--- src/rtl/lst_pkg.sv ---
`timescale 1ns / 1ps
`default_nettype none

package lst_pkg;

    localparam int unsigned DOTS_PER_LINE = 456;
    localparam int unsigned VBLANK_LINE   = 144;
    localparam int unsigned LAST_LINE     = 153;
    localparam int unsigned OAM_DOTS      = 80;
    localparam int unsigned XFER_DOTS     = 172;

    localparam int unsigned DOT_W  = 9;
    localparam int unsigned LINE_W = 8;

    localparam logic [1:0] MODE_HBLANK = 2'd0;
    localparam logic [1:0] MODE_VBLANK = 2'd1;
    localparam logic [1:0] MODE_OAM    = 2'd2;
    localparam logic [1:0] MODE_XFER   = 2'd3;

    typedef struct packed {
        logic [7:0] cycles;
        logic       display_on;
        logic [7:0] lyc;
        logic       lyc_int_enable;
    } lst_req_t;

    typedef struct packed {
        logic [7:0] ly;
        logic [1:0] mode;
        logic       coincidence;
        logic       vblank_irq;
        logic       stat_irq;
    } lst_rsp_t;

    typedef struct packed {
        logic [DOT_W-1:0]  dot;
        logic [LINE_W-1:0] line;
        logic              coincidence;
    } lst_state_t;

endpackage

`default_nettype wire

--- src/rtl/lst_step.sv ---
`timescale 1ns / 1ps
`default_nettype none

module lst_step
    import lst_pkg::*;
(
    input  wire lst_state_t state,
    input  wire lst_req_t   req,
    output lst_state_t      state_next,
    output lst_rsp_t        rsp
);

    localparam logic [DOT_W:0]    DOTS_LINE_C = (DOT_W+1)'(DOTS_PER_LINE);
    localparam logic [LINE_W-1:0] VBLANK_C    = LINE_W'(VBLANK_LINE);
    localparam logic [LINE_W-1:0] LAST_C      = LINE_W'(LAST_LINE);
    localparam logic [DOT_W-1:0]  OAM_END_C   = DOT_W'(OAM_DOTS);
    localparam logic [DOT_W-1:0]  XFER_END_C  = DOT_W'(OAM_DOTS + XFER_DOTS);

    logic [DOT_W:0]    dot_sum;
    logic              wrap;
    logic [DOT_W-1:0]  dot_new;
    logic [LINE_W-1:0] line_inc;
    logic [LINE_W-1:0] line_new;
    logic              match;
    logic [1:0]        mode_new;

    // The dot position is always below one line length, so at most one
    // line boundary is crossed per request.
    assign dot_sum  = {1'b0, state.dot} + {{(DOT_W+1-8){1'b0}}, req.cycles};
    assign wrap     = (dot_sum >= DOTS_LINE_C);
    assign dot_new  = wrap ? DOT_W'(dot_sum - DOTS_LINE_C) : dot_sum[DOT_W-1:0];
    assign line_inc = state.line + LINE_W'(1);
    assign line_new = wrap ? ((line_inc > LAST_C) ? '0 : line_inc) : state.line;
    assign match    = (line_new == req.lyc);

    always_comb
    begin
        if (line_new >= VBLANK_C)
            mode_new = MODE_VBLANK;
        else if (dot_new < OAM_END_C)
            mode_new = MODE_OAM;
        else if (dot_new < XFER_END_C)
            mode_new = MODE_XFER;
        else
            mode_new = MODE_HBLANK;
    end

    always_comb
    begin
        if (req.display_on)
        begin
            state_next.dot         = dot_new;
            state_next.line        = line_new;
            state_next.coincidence = match;
            rsp.ly                 = line_new;
            rsp.mode               = mode_new;
            rsp.coincidence        = match;
            rsp.vblank_irq         = wrap && (line_inc == VBLANK_C);
            rsp.stat_irq           = match && req.lyc_int_enable;
        end
        else
        begin
            // Display off: position resets, the compare flag holds.
            state_next.dot         = '0;
            state_next.line        = '0;
            state_next.coincidence = state.coincidence;
            rsp.ly                 = '0;
            rsp.mode               = MODE_HBLANK;
            rsp.coincidence        = state.coincidence;
            rsp.vblank_irq         = 1'b0;
            rsp.stat_irq           = 1'b0;
        end
    end

endmodule

`default_nettype wire

--- src/rtl/lcd_scanline_timing.sv ---
`timescale 1ns / 1ps
`default_nettype none

// LCD line and mode timing. Each request advances the dot position within the
// 456-dot line by its cycle count and returns one response carrying the line
// number, the LCD mode, the line compare flag, a VBlank pulse on entering line
// 144 and a level compare interrupt. A request is captured in an input
// register and then resolved by a single add, compare and increment against
// the timing state, landing in the response register; the block takes one
// request per cycle while req_stall is low, and a response is presented from
// the response register. The input stalls only while both registers are full
// and the output is stalled.

module lcd_scanline_timing
    import lst_pkg::*;
(
    input  wire           clk,
    input  wire           rst_n,
    input  wire           req_valid,
    output logic          req_stall,
    input  wire lst_req_t req,
    output logic          rsp_valid,
    input  wire           rsp_stall,
    output lst_rsp_t      rsp
);

    logic       req_valid_reg;
    lst_req_t   req_reg;
    logic       rsp_valid_reg;
    lst_rsp_t   rsp_reg;
    lst_state_t state_reg;
    lst_state_t state_next;
    lst_rsp_t   rsp_next;
    logic       advance;

    lst_step u_step (
        .state      (state_reg),
        .req        (req_reg),
        .state_next (state_next),
        .rsp        (rsp_next)
    );

    assign advance   = !rsp_valid_reg || !rsp_stall;
    assign req_stall = req_valid_reg && !advance;
    assign rsp_valid = rsp_valid_reg;
    assign rsp       = rsp_reg;

    always_ff @(posedge clk or negedge rst_n)
    begin
        if (!rst_n)
        begin
            req_valid_reg <= 1'b0;
            rsp_valid_reg <= 1'b0;
            state_reg     <= '0;
        end
        else
        begin
            if (!req_stall)
                req_valid_reg <= req_valid;
            if (advance)
                rsp_valid_reg <= req_valid_reg;
            if (advance && req_valid_reg)
                state_reg <= state_next;
        end
    end

    always_ff @(posedge clk)
    begin
        if (!req_stall && req_valid)
            req_reg <= req;
        if (advance && req_valid_reg)
            rsp_reg <= rsp_next;
    end

endmodule

`default_nettype wire
--- config.mk ---
export PLATFORM = sky130hd
export DESIGN_NAME = lcd_scanline_timing
export DESIGN_NICKNAME = d
export VERILOG_FILES = /design/src/rtl/lst_pkg.sv /design/src/rtl/lst_step.sv /design/src/rtl/lcd_scanline_timing.sv
export SDC_FILE = /design/constraint.sdc
export NUM_CORES = 1
export LEC_CHECK = 0
export BUFFER_PORTS_ARGS = -buffer_cell sky130_fd_sc_hd__buf_2
export CORE_ASPECT_RATIO = 0.75
export CORE_MARGIN = 2
export CORE_UTILIZATION = 59
export DETAILED_ROUTE_END_ITERATION = 6
export GPL_TIMING_DRIVEN = 0
export PLACE_DENSITY = 0.8
export SLEW_MARGIN = 5
export SYNTH_ARGS = -nofsm -noshare
export SYNTH_HDL_FRONTEND = slang
export SYNTH_SLANG_ARGS = --single-unit
--- constraint.sdc ---
create_clock -name clk -period 3.92 [get_ports clk]
set_input_delay 0.784 -clock clk [delete_from_list [all_inputs] [get_ports clk]]
set_output_delay 0.784 -clock clk [all_outputs]
set_load 0.01 [all_outputs]
* Yosys cells after proc, flatten, opt, wreduce, memory -nomap -nowiden *
Cells that the tools add are included.
W data, S select, Z words.

storage, ports and cells
  register bits after elaboration = 51
  latch bits = 0
  RAM bits = 0
  ROM bits = 0
  input bits = 22
  output and inout bits = 15
  word-level logic and storage cells = 46
  memories kept = 0

cells by class
  add/subtract/negate cells = 3
  multiply operators = 0
  divide/modulo/power cells = 0
  order comparisons = 5
  equal/unequal tests = 2
  shift operators = 0
  multiplexer cells = 8
  bitwise operators = 1
  reductions and logical operators = 12

operators with widths
  cell                   count
  $mux W18               1
  $mux W8                2
  $add A9 B8 Y10         1
  $ge A10 B9 Y1 const B  1
  $lt A9 B7 Y1 const B   1
  $lt A9 B8 Y1 const B   1
  $mux W9                1
  $sub A9 B9 Y9 const B  1
  $add A8 B1 Y8 const B  1
  $eq A8 B8 Y1           1
  $eq A8 B8 Y1 const B   1
  $ge A8 B8 Y1 const B   1
  $gt A8 B8 Y1 const B   1
  $logic_and A1 B1 Y1    5
  $logic_not A1 Y1       4
  $mux W2                2
  $mux W3                1
  $reduce_and A2 Y1      1
  $reduce_or A2 Y1       1
  $logic_or A1 B1 Y1     1
  $mux W1                1
  $not A1 Y1             1

* Depth between registers and ports, before layout *
Gate-level depths: netlist of the first run.

  depth in word-level cells = 7
  depth in mapped cells = 13
  mapped depth without buffers = 13

* By module *
Synthesis of the first run repeated with hierarchy kept, for this count alone.

second synthesis, totals
  cells, all modules = 338
  area, all modules = 3674.8 sq um

modules (own cells, without submodules)
  module               instances  cells an instance  area each (sq um)  sequential area each (sq um)
  lst_step             1          261                1934.4             0.0
  lcd_scanline_timing  1          77                 1740.4             1431.4

* Worst setup path before layout of the first run *
No wires, ideal clock.

  path type = reg2reg
  start = register state_reg[9] (netlist bit)
  end = register rsp_reg (netlist bit rsp[3]), data pin
  library setup time = 256 ps
  arrival = 2935 ps
  required time = 3664 ps
  slack = 729 ps
  stages on the path, launching flop included = 14
  path buffers = 0
  clock period less this slack = 3191 ps
  cell sequence = dfrtp_1 -> ha_1 -> inv_1 -> fa_1 -> nand2b_1 -> a21oi_1 -> xnor2_1 -> ha_1 -> a21boi_0 -> and3_1 -> nor3_1 -> or3_1 -> o311a_1 -> a22o_1

between the ends
  longest elaborated chain between the ends = 7
  elaborated cells on any way between the ends = 11
  classes of those cells = add/sub: 2; order compare: 4; mux: 5

RTL lines
  what                                            line                            text
  from (decl)                                     lcd_scanline_timing.sv:31       lst_state_t state_reg;
  from (signal assigned)                          lcd_scanline_timing.sv:63       state_reg <= state_next;
  $add A9 B8 Y10 *                                lst_step.sv:29                  assign dot_sum = {1'b0, state.dot} + {{(DOT_W+1-8){1'b0}}, req.cycles};
  $sub A9 B9 Y9 or $ge A10 B9 Y1 (tied branches)  lst_step.sv:31, lst_step.sv:30
  $mux W9                                         lst_step.sv:31                  assign dot_new = wrap ? DOT_W'(dot_sum - DOTS_LINE_C) : dot_sum[DOT_W-1:0];
  $lt A9 B8 Y1                                    lst_step.sv:42                  else if (dot_new < XFER_END_C)
  $mux W2                                         lst_step.sv:42
  $mux W2                                         lst_step.sv:40                  else if (dot_new < OAM_END_C)
  $mux W1 *                                       lst_step.sv:38                  if (line_new >= VBLANK_C)
  to (signal assigned)                            lcd_scanline_timing.sv:72       rsp_reg <= rsp_next;
  to (decl)                                       lcd_scanline_timing.sv:30       lst_rsp_t rsp_reg;

Mark *: on every way between the ends. The rest lies on a longest branch, timed or not.
A chain may end at the register's enable or synchronous reset.

* Final worst setup path of the first run *
Same ends and word-level chain as after synthesis.

==> impl_metrics.yaml, run 1 <==
placed_design:
  place_ws_ns: 0.344
  gp_congestion: 0.919
  dp_hpwl_um: 5160
  dpl.cell_count: 426
  io_buffer_count: 36
timing:
  layout_setup_ws_ns: 0.261
  clock_skew_ns: 0.0108
  finalCritPeriodShare_pct: 93.4
  tns_ns: 0
  setup_viol_count_final: 0
  timing.fmax_mhz: 273
  worst-slew-pin-transition_ns: 0.788
  rsz0062_at_grt: "false"
  slew_headroom_pct: 47.5
  finalHoldViolCount: 0
  period_minus_slack_ns: 3.66
  slew_violations: 0
clock_network:
  holdBufCountCts: 0
  cts_resized: 0
  clock_latency_ns: 0.30
  postCtsSetupBuffers: 0
  cts-buffers-inserted: 5
  cts_root_buffer: "clkbuf_8"
  cts_tree: "done"
  cts.sinks: 51
  htreeDepth: 2
  clk_pin_slew_ns: 0.09
  clk_path_buf_depth: 2
setup_path:
  cp.required_ns: 3.97
  reg2reg_depth: 13
  crit_start: "state_reg[9]"
  start_kind: "register"
  end_kind: "register"
  regToRegSetupSlack_ns: 0.26
  crit_arrival_ns: 3.71
  path_class: "reg2reg"
  crit_path_end: "rsp[3]"
  worstReg2RegStart: "state_reg[9]"
  r2r-end: "rsp[3]"
  path_max_fanout: 10
yosys:
  ys_seq_area_share_pct: 44.8
  ys_warn_count: 0
  synth_cells: 315
  ys_seq_elements: 51
  synth_area_sq_um: 3190
  synth_nets: 350
  synth.distinct_cells: 66
  avgSynthCellArea_sq_um: 10.1
  synth_top_flop_cell: "edfxtp_1"
  synth_edf_count: 31
  ys_async_sr_fraction_pct: 39.2
detailed_routing:
  routedWlPerCell_um: 15.8
  drt-total-wl_um: 6850
  dr_total_vias: 2649
  dr.first_iter.drc_count: 257
  drt_pass1_iterations: 5
  viasPerCell: 6.10
  final_antenna_net_count: 0
  drc: 0
global_routing:
  grt_busiest_layer: "met1"
  grtUsageTotal_pct: 25.0
  use_met2_pct: 36.0
  grt_util_met1_pct: 39.0
  grt_pass1_vias: 2313
  grt_max_degree: 21
  grt_pass1_wl_um: 11300
  grt.overflow.total: 0
  antenna_found_initial: 0
  grt_util_met3_pct: 4.28
flow_run:
  drv_cap: 0
die:
  fp.dieArea_sq_um: 6020
  rows: 23
  io_pins: 37
  dieWidth_um: 88.9
  dieHeight_um: 67.7
  initial_core_util_pct: 60.3
  core_sq_um: 5300
power_and_ir_drop:
  ir_worst_vdd_uv: 282
  power_density_nw_per_um2: 517
  p_total_w: 0.00184
  p_leak_nw: 1.42
finish:
  fin_util_pct: 67.1
  layout.cells.most_common: "buf_2"
  nFillCells: 448
  fin_cells: 434
  fin_nets: 393
  seqCellArea_sq_um: 1430
  n_antenna_cell: 0
  mostFrequentLayoutCells: "43 x buf_2, 31 x edfxtp_1, 26 x nor2_1, 24 x nand2_1, 20 x dfrtp_1"
  multi_input_area_sq_um: 1630
  drive_gt1_share_pct: 20.3
  area_growth_pct: 11.2
outcome:
  status: "finished clean"
worst_hold_path:
  holdCritPathClass: "in2async"
[Yosys cell counts (all sizes together), types with 3 or more instances]
master / number / area [sq um]
a211oi: 6 / 57.6
a21oi: 11 / 62.6
a311oi: 3 / 26.3
a31oi: 4 / 40.0
and2: 4 / 25.0
and3: 3 / 18.8
buf: 7 / 35.0
clkbuf: 9 / 33.8
dfrtp: 20 / 500
edfxtp: 31 / 931
ha: 12 / 150
inv: 17 / 63.8
mux2: 8 / 90.1
nand2: 24 / 90.1
nand2b: 6 / 37.5
nand3: 8 / 40.0
nand4: 3 / 18.8
nor2: 26 / 97.6
nor3: 12 / 60.1
nor4: 6 / 52.6
o21ai: 19 / 95.1
o21bai: 4 / 30.0
o31a: 3 / 26.3
o31ai: 7 / 57.6
or3b: 4 / 35.0
xnor2: 6 / 52.6
xor2: 11 / 96.3
[power breakdown]
part           total (W)  internal [W]  switching, W
clock network   0.000294      0.000125      0.000169
logic           0.000854      0.000341      0.000513
registers       0.000690      0.000647     0.0000426
total            0.00184       0.00111      0.000725
[routing by layer]
| metal | share of wire (%) | vias up | wire (um) |
|---|---|---|---|
| met3 | 9.5 | 11 | 648 |
| met2 | 43 | 132 | 2940 |
| met5 | 0 | - | 0 |
| met1 | 47 | 1241 | 3190 |
| li1 | - | 1265 | - |
| met4 | 1.1 | 0 | 72 |
[how the worst min path moves through the flow]
stage          slack, ns  cells past startpoint     startpoint            end
2_1_floorplan       0.45                      2   state_reg[0]   state_reg[0]
3_3_place_gp        0.47                      2   state_reg[0]   state_reg[0]
3_5_place_dp        0.48                      2  state_reg[11]  state_reg[11]
4_1_cts             0.45                      1          rst_n   state_reg[4]
5_1_grt             0.46                      1          rst_n   state_reg[4]
6_report            0.44                      1          rst_n   state_reg[4]
[worst max-delay path, cell delays in order (launching register included)]
cell and delay [ns]:
dfrtp_1 0.37, ha_1 0.21, inv_1 0.07, fa_1 0.40, nand2b_1 0.23, a211oi_1 0.39
nor4_1 0.15, nor4_4 0.31, a31oi_4 0.18, buf_2 0.24, nor3_1 0.16, a21oi_1 0.08
o311a_1 0.38, a22o_1 0.23
[stage by stage]
stage	instance area (sq um)	hold WS (ns)
detailed placement	3470	0.480
CTS	3550	0.452
global placement	3470	0.469
floorplan	3190	0.450
finish	3550	0.436
global route	3550	0.459
[final cells by class]
cell class | count | area share [%]
well taps | 75 | 2.64
inverters | 17 | 1.80
clock inverters | 2 | 0.352
repair buffers | 36 | 5.07
flip-flops and latches | 51 | 40.3
clock buffers | 6 | 2.04
multi-input cells | 231 | 45.9
plain buffers | 16 | 1.94
[logic make-up after synthesis]
kind of cell,synth area share (%)
AOI/OAI and AO/OA,19.6
buffers and inverters,4.15
muxes,3.45
and+or+nand+nor,17.9
xor gates and xnor gates,4.66
adders and majority gates,5.33
DFF,44.8
Note: power is estimated with default switching activity, not from simulation.
==> inputs of run 2 (changes only) <==
--- a/config.mk
+++ b/config.mk
@@ -11,7 +11,7 @@
 export CORE_UTILIZATION = 59
 export DETAILED_ROUTE_END_ITERATION = 6
 export GPL_TIMING_DRIVEN = 0
-export PLACE_DENSITY = 0.8
+export PLACE_DENSITY = 0.81
 export SLEW_MARGIN = 5
 export SYNTH_ARGS = -nofsm -noshare
 export SYNTH_HDL_FRONTEND = slang
==> run 2 against run 1 <==
Net effect:
- register-to-register slack improved by 0.03 ns
- via count down 1.8%
- design area increased by 0.63%
- clock-buffer cell count down 1
==> impl_metrics.yaml, run 2 (synthesized netlist as in run 1, its figures left out) <==
placed_design:
  io_buffer_count: 36
  dp_hpwl_um: 5180
  gp_congestion: 0.918
finish:
  mostFrequentLayoutCells: "43 x buf_2, 31 x edfxtp_1, 26 x nor2_1, 24 x nand2_1, 20 x dfrtp_1"
  fin_nets: 393
  n_antenna_cell: 0
  layout.cells.most_common: "buf_2"
  seqCellArea_sq_um: 1430
  area_growth_pct: 12.0
  nFillCells: 451
  drive_gt1_share_pct: 20.3
  multi_input_area_sq_um: 1630
die:
  rows: 23
  dieWidth_um: 88.9
  io_pins: 37
  dieHeight_um: 67.7
  core_sq_um: 5300
  initial_core_util_pct: 60.3
  fp.dieArea_sq_um: 6020
detailed_routing:
  final_antenna_net_count: 0
  routedWlPerCell_um: 15.9
  viasPerCell: 6.00
  dr_total_vias: 2602
  drc: 0
  drt-total-wl_um: 6910
  dr.first_iter.drc_count: 324
  drt_pass1_iterations: 5
timing:
  timing.fmax_mhz: 275
  clock_skew_ns: 0.0122
  hold-worst-slack_ns: 0.431
  tns_ns: 0
  rsz0062_at_grt: "false"
  worst-slew-pin-transition_ns: 0.771
  finalCritPeriodShare_pct: 92.7
  finalHoldViolCount: 0
  setup_viol_count_final: 0
  slew_headroom_pct: 48.6
  slew_violations: 0
  period_minus_slack_ns: 3.63
power_and_ir_drop:
  power_density_nw_per_um2: 532
  ir_worst_vdd_uv: 332
  p_leak_nw: 1.44
setup_path:
  crit_arrival_ns: 3.68
  end_kind: "register"
  path_class: "reg2reg"
  path_max_fanout: 10
  cp.required_ns: 3.97
  start_kind: "register"
clock_network:
  postCtsSetupBuffers: 0
  cts_tree: "done"
  cts_resized: 0
  clk_path_buf_depth: 2
  holdBufCountCts: 0
  clk_pin_slew_ns: 0.09
  clock_latency_ns: 0.31
  cts_root_buffer: "clkbuf_8"
  htreeDepth: 2
  cts-buffers-inserted: 5
  cts.sinks: 51
global_routing:
  grt_pass1_vias: 2220
  grt_max_degree: 21
  grt.overflow.total: 0
  grt_pass1_wl_um: 10900
  grtUsageTotal_pct: 24.1
  antenna_found_initial: 0
outcome:
  status: "finished clean"
flow_run:
  drv_cap: 0
worst_hold_path:
  holdCritPathClass: "in2async"
==> run 2: through the flow <==
step           setup WS, ns  util (%)  area [sq um]  instances  total power (W)
5_1_grt              0.0944      67.5          3570        434          0.00202
6_report              0.288      67.5          3570        434          0.00190
3_3_place_gp          0.386      65.5          3470        426          0.00152
4_1_cts               0.344      67.5          3570        434          0.00190
3_5_place_dp          0.371      65.5          3470        426          0.00154
2_1_floorplan         0.729         -          3190        315          0.00135
==> run 2: worst paths after layout <==
path / slack (ns) / depth (start not counted) / from / end
worst min register to register: 0.50 / 1 / req_valid_reg / rsp_valid
min in group clk: 0.50 / 1 / req_valid_reg / rsp_valid
max in group asynchronous: 3.14 / 1 / rst_n / state_reg[14]
worst min-delay path: 0.43 / 1 / rst_n / state_reg[7]
worst max register to register: 0.29 / 13 / req_reg[10] / rsp[3]
worst max-delay path: 0.29 / 13 / req_reg[10] / rsp[3]
==> run 2: final cells by class <==
class                   instances  area share, %
repair buffers                 36           5.04
clock buffers                   5           1.93
clock inverters                 3           1.09
flip-flops and latches         51           40.0
plain buffers                  16           1.93
well taps                      75           2.63
multi-input cells             231           45.6
inverters                      17           1.79
==> run 2: report_power, final <==
part	internal, W	switching [W]
Combinational	0.000341	0.000515
Clock	0.000187	0.000168
Sequential	0.000647	0.0000439
==> run 2: layer usage <==
metal | wire length (um) | track usage (%) | share of wire (%)
met5 | 0 | 0 | 0
met1 | 3270 | 36.0 | 47
met3 | 537 | 4.03 | 7.8
met2 | 2970 | 36.2 | 43
met4 | 123 | 7.09 | 1.8
==> run 2: critical path, cell delays in order (launching register included) <==
cell	delay (ns)
edfxtp_1	0.35
ha_1	0.22
inv_1	0.07
fa_1	0.40
nand2b_1	0.22
a211oi_1	0.40
nor4_1	0.16
nor4_4	0.32
a31oi_4	0.18
buf_2	0.24
nor3_1	0.14
a21oi_1	0.08
o311a_1	0.38
a22o_1	0.22
==> inputs of run 3 (changes only) <==
--- a/config.mk
+++ b/config.mk
@@ -6,13 +6,16 @@
 export NUM_CORES = 1
 export LEC_CHECK = 0
 export BUFFER_PORTS_ARGS = -buffer_cell sky130_fd_sc_hd__buf_2
+export CELL_PAD_IN_SITES_DETAIL_PLACEMENT = 0
+export CELL_PAD_IN_SITES_GLOBAL_PLACEMENT = 1
 export CORE_ASPECT_RATIO = 0.75
 export CORE_MARGIN = 2
-export CORE_UTILIZATION = 59
+export CORE_UTILIZATION = 48
 export DETAILED_ROUTE_END_ITERATION = 6
 export GPL_TIMING_DRIVEN = 0
-export PLACE_DENSITY = 0.81
-export SLEW_MARGIN = 5
+export PLACE_DENSITY = 0.82
+export SLEW_MARGIN = 0
 export SYNTH_ARGS = -nofsm -noshare
 export SYNTH_HDL_FRONTEND = slang
+export SYNTH_HIERARCHICAL = 1
 export SYNTH_SLANG_ARGS = --single-unit
==> run 3 against run 2 <==
Net effect:
- total power increased by 37%
- flip-flop and latch count unchanged
- wire length is 24% higher
- clock power grew 9.3%
==> impl_metrics.yaml, run 3 <==
outcome:
  status: "finished clean"
detailed_routing:
  dr.first_iter.drc_count: 219
  wl_met3_um: 416
  dr_total_vias: 2885
  viasPerCell: 5.94
  met1Wirelength_um: 4500
  wl_met2_um: 3590
  routedWlPerCell_um: 17.6
  drt-total-wl_um: 8580
  drt_pass1_iterations: 5
  final_antenna_net_count: 0
  highest_layer: "met4"
  drc: 0
setup_path:
  crit_start: "req_reg[10]"
  start_kind: "register"
  cp.required_ns: 4.13
  worstReg2RegStart: "req_reg[10]"
  end_kind: "register"
  path_max_fanout: 6
  regToRegSetupSlack_ns: 0.13
  path_class: "reg2reg"
  crit_arrival_ns: 4.00
yosys:
  synth_top_flop_cell: "edfxtp_1"
  synth_cells: 338
  avgSynthCellArea_sq_um: 10.9
  ys_seq_area_share_pct: 39.0
  ys_seq_elements: 51
  ys_warn_count: 6
  synth.distinct_cells: 85
  synth_area_sq_um: 3670
  synth_nets: 373
  yosys.area.top_type: "edfxtp_1"
  synth_top_cell_area_share_pct: 25.3
  synth_edf_count: 31
  ys_async_sr_fraction_pct: 39.2
  yosysMostFrequentCell: "edfxtp_1"
  synth_area_leaders: "edfxtp_1 25%, dfrtp_1 14%, ha_1 4.1%"
  synthTopCellsByCount: "31 x edfxtp_1, 20 x dfrtp_1, 15 x nor2_1"
power_and_ir_drop:
  power_density_nw_per_um2: 628
  p_leak_nw: 1.69
  ir_worst_vdd_uv: 322
  p_total_w: 0.00261
timing:
  hold-worst-slack_ns: 0.440
  clock_skew_ns: 0.0137
  timing.fmax_mhz: 264
  finalHoldViolCount: 0
  finalCritPeriodShare_pct: 96.8
  slew_violations: 0
  setup_viol_count_final: 0
  worst-slew-pin-transition_ns: 0.836
  period_minus_slack_ns: 3.79
  slew_headroom_pct: 44.3
clock_network:
  cts-buffers-inserted: 5
  cts_tree: "done"
  clk_path_buf_depth: 2
  htreeDepth: 2
  clk_pin_slew_ns: 0.10
  clock_latency_ns: 0.32
  cts_root_buffer: "clkbuf_8"
  holdBufCountCts: 0
  cts.sinks: 51
die:
  io_pins: 37
  rows: 27
  dieHeight_um: 79.8
  core_sq_um: 7360
  fp.dieArea_sq_um: 8380
  dieWidth_um: 105
  initial_core_util_pct: 49.9
finish:
  fin_cells: 486
  fin_nets: 419
  area_growth_pct: 13.2
  mostFrequentLayoutCells: "40 x buf_2, 31 x edfxtp_1, 20 x dfrtp_1, 15 x nor2_1, 14 x nand2_1"
  drive_gt1_share_pct: 30.1
  fin_util_pct: 56.5
  n_antenna_cell: 0
  layout.cells.most_common: "buf_2"
global_routing:
  grt.overflow.total: 0
  grt_pass1_vias: 2672
  grtUsageTotal_pct: 21.8
  grt_pass1_wl_um: 14100
  antenna_found_initial: 0
  grt_max_degree: 23
flow_run:
  drv_cap: 0
placed_design:
  gp_congestion: 0.924
  io_buffer_count: 36
  dp_hpwl_um: 6380
  dpl.cell_count: 475
worst_hold_path:
  holdCritPathClass: "in2async"
## run 3: changes by cell type in the layout (fill, tap and decap cells not counted), moves of 5 or more
cell and delta:
o211ai_1 +7, buf_4 +12, xor2_1 -7, and2_1 +7, o31ai_1 -5, nor2_1 -11, xnor2_1 +6, nor2b_1 +7
mux2_4 +9, a21boi_0 +8, nor3_1 -5, o21ai_0 -8, nand2_1 -10, inv_1 -9
## run 3: per-layer routing
metal,up-vias,track usage (%)
li1,1381,-
met1,1406,33.6
met2,91,31.8
met3,7,4.08
met4,0,4.27
met5,-,0
## run 3: what timing repair did
action                     in CTS  in global routing
gates resized for setup         2                  6
buffers inserted                0                  3
pin swaps                       0                  1
gates cloned                    0                  0
setup endpoints to repair       3                  3
## run 3: worst paths after layout
kind | to | cells after the start
setup / recovery | state_reg[0] | 12
hold / removal | state_reg[1] | 1
setup reg to reg | state_reg[0] | 12
hold reg to reg | rsp_valid | 1
max in group asynchronous | state_reg[4] | 1
min in group clk | rsp_valid | 1
## run 3: through the flow
stage / instance area, sq um / setup TNS [ns] / setup slack, ns
5_1_grt: 4160 / -0.00861 / -0.00861
3_5_place_dp: 3980 / -0.224 / -0.198
3_3_place_gp: 3980 / -0.0784 / -0.0784
2_1_floorplan: 3670 / 0 / 0.542
4_1_cts: 4120 / 0 / 0.0191
6_report: 4160 / 0 / 0.126
## run 3: area by class of cell
cell class | count | area [sq um]
Buffer | 28 | 195
Clock buffer | 6 | 82.6
Clock inverter | 2 | 38.8
Fill cell | 658 | 3200
Inverter | 7 | 26.3
Multi-Input combinational cell | 252 | 2060
Sequential cell | 51 | 1430
Tap cell | 101 | 126
Timing Repair Buffer | 39 | 203
## run 3: logic make-up (layout without fill, tap and decap cells)
family                     count (synthesis)  after routing  synth area share (%)
and+or+nand+nor                          102            102                  16.0
adders and majority gates                 13             13                  4.63
muxes                                     22             22                  7.59
buffers and inverters                     35             82                  5.92
AOI/OAI and AO/OA                         98             98                  22.9
DFF                                       51             51                  39.0
xor gates and xnor gates                  17             17                  4.05
## run 3: worst max-delay path: stages, from the launching register on
cell and delay (ns):
edfxtp_1 0.39, ha_1 0.27, fa_1 0.43, a21o_2 0.25, a221oi_4 0.39, xnor2_2 0.24, o211ai_4 0.21, a221o_1 0.40
a32oi_2 0.31, xnor2_1 0.21, o32ai_1 0.16, buf_4 0.17, mux2_2 0.25
## run 3: power by group
part           internal (W)  switching (W)  leakage [nW]
clock network      0.000210       0.000178        0.0618
logic              0.000625       0.000885          1.06
registers          0.000658      0.0000549         0.567
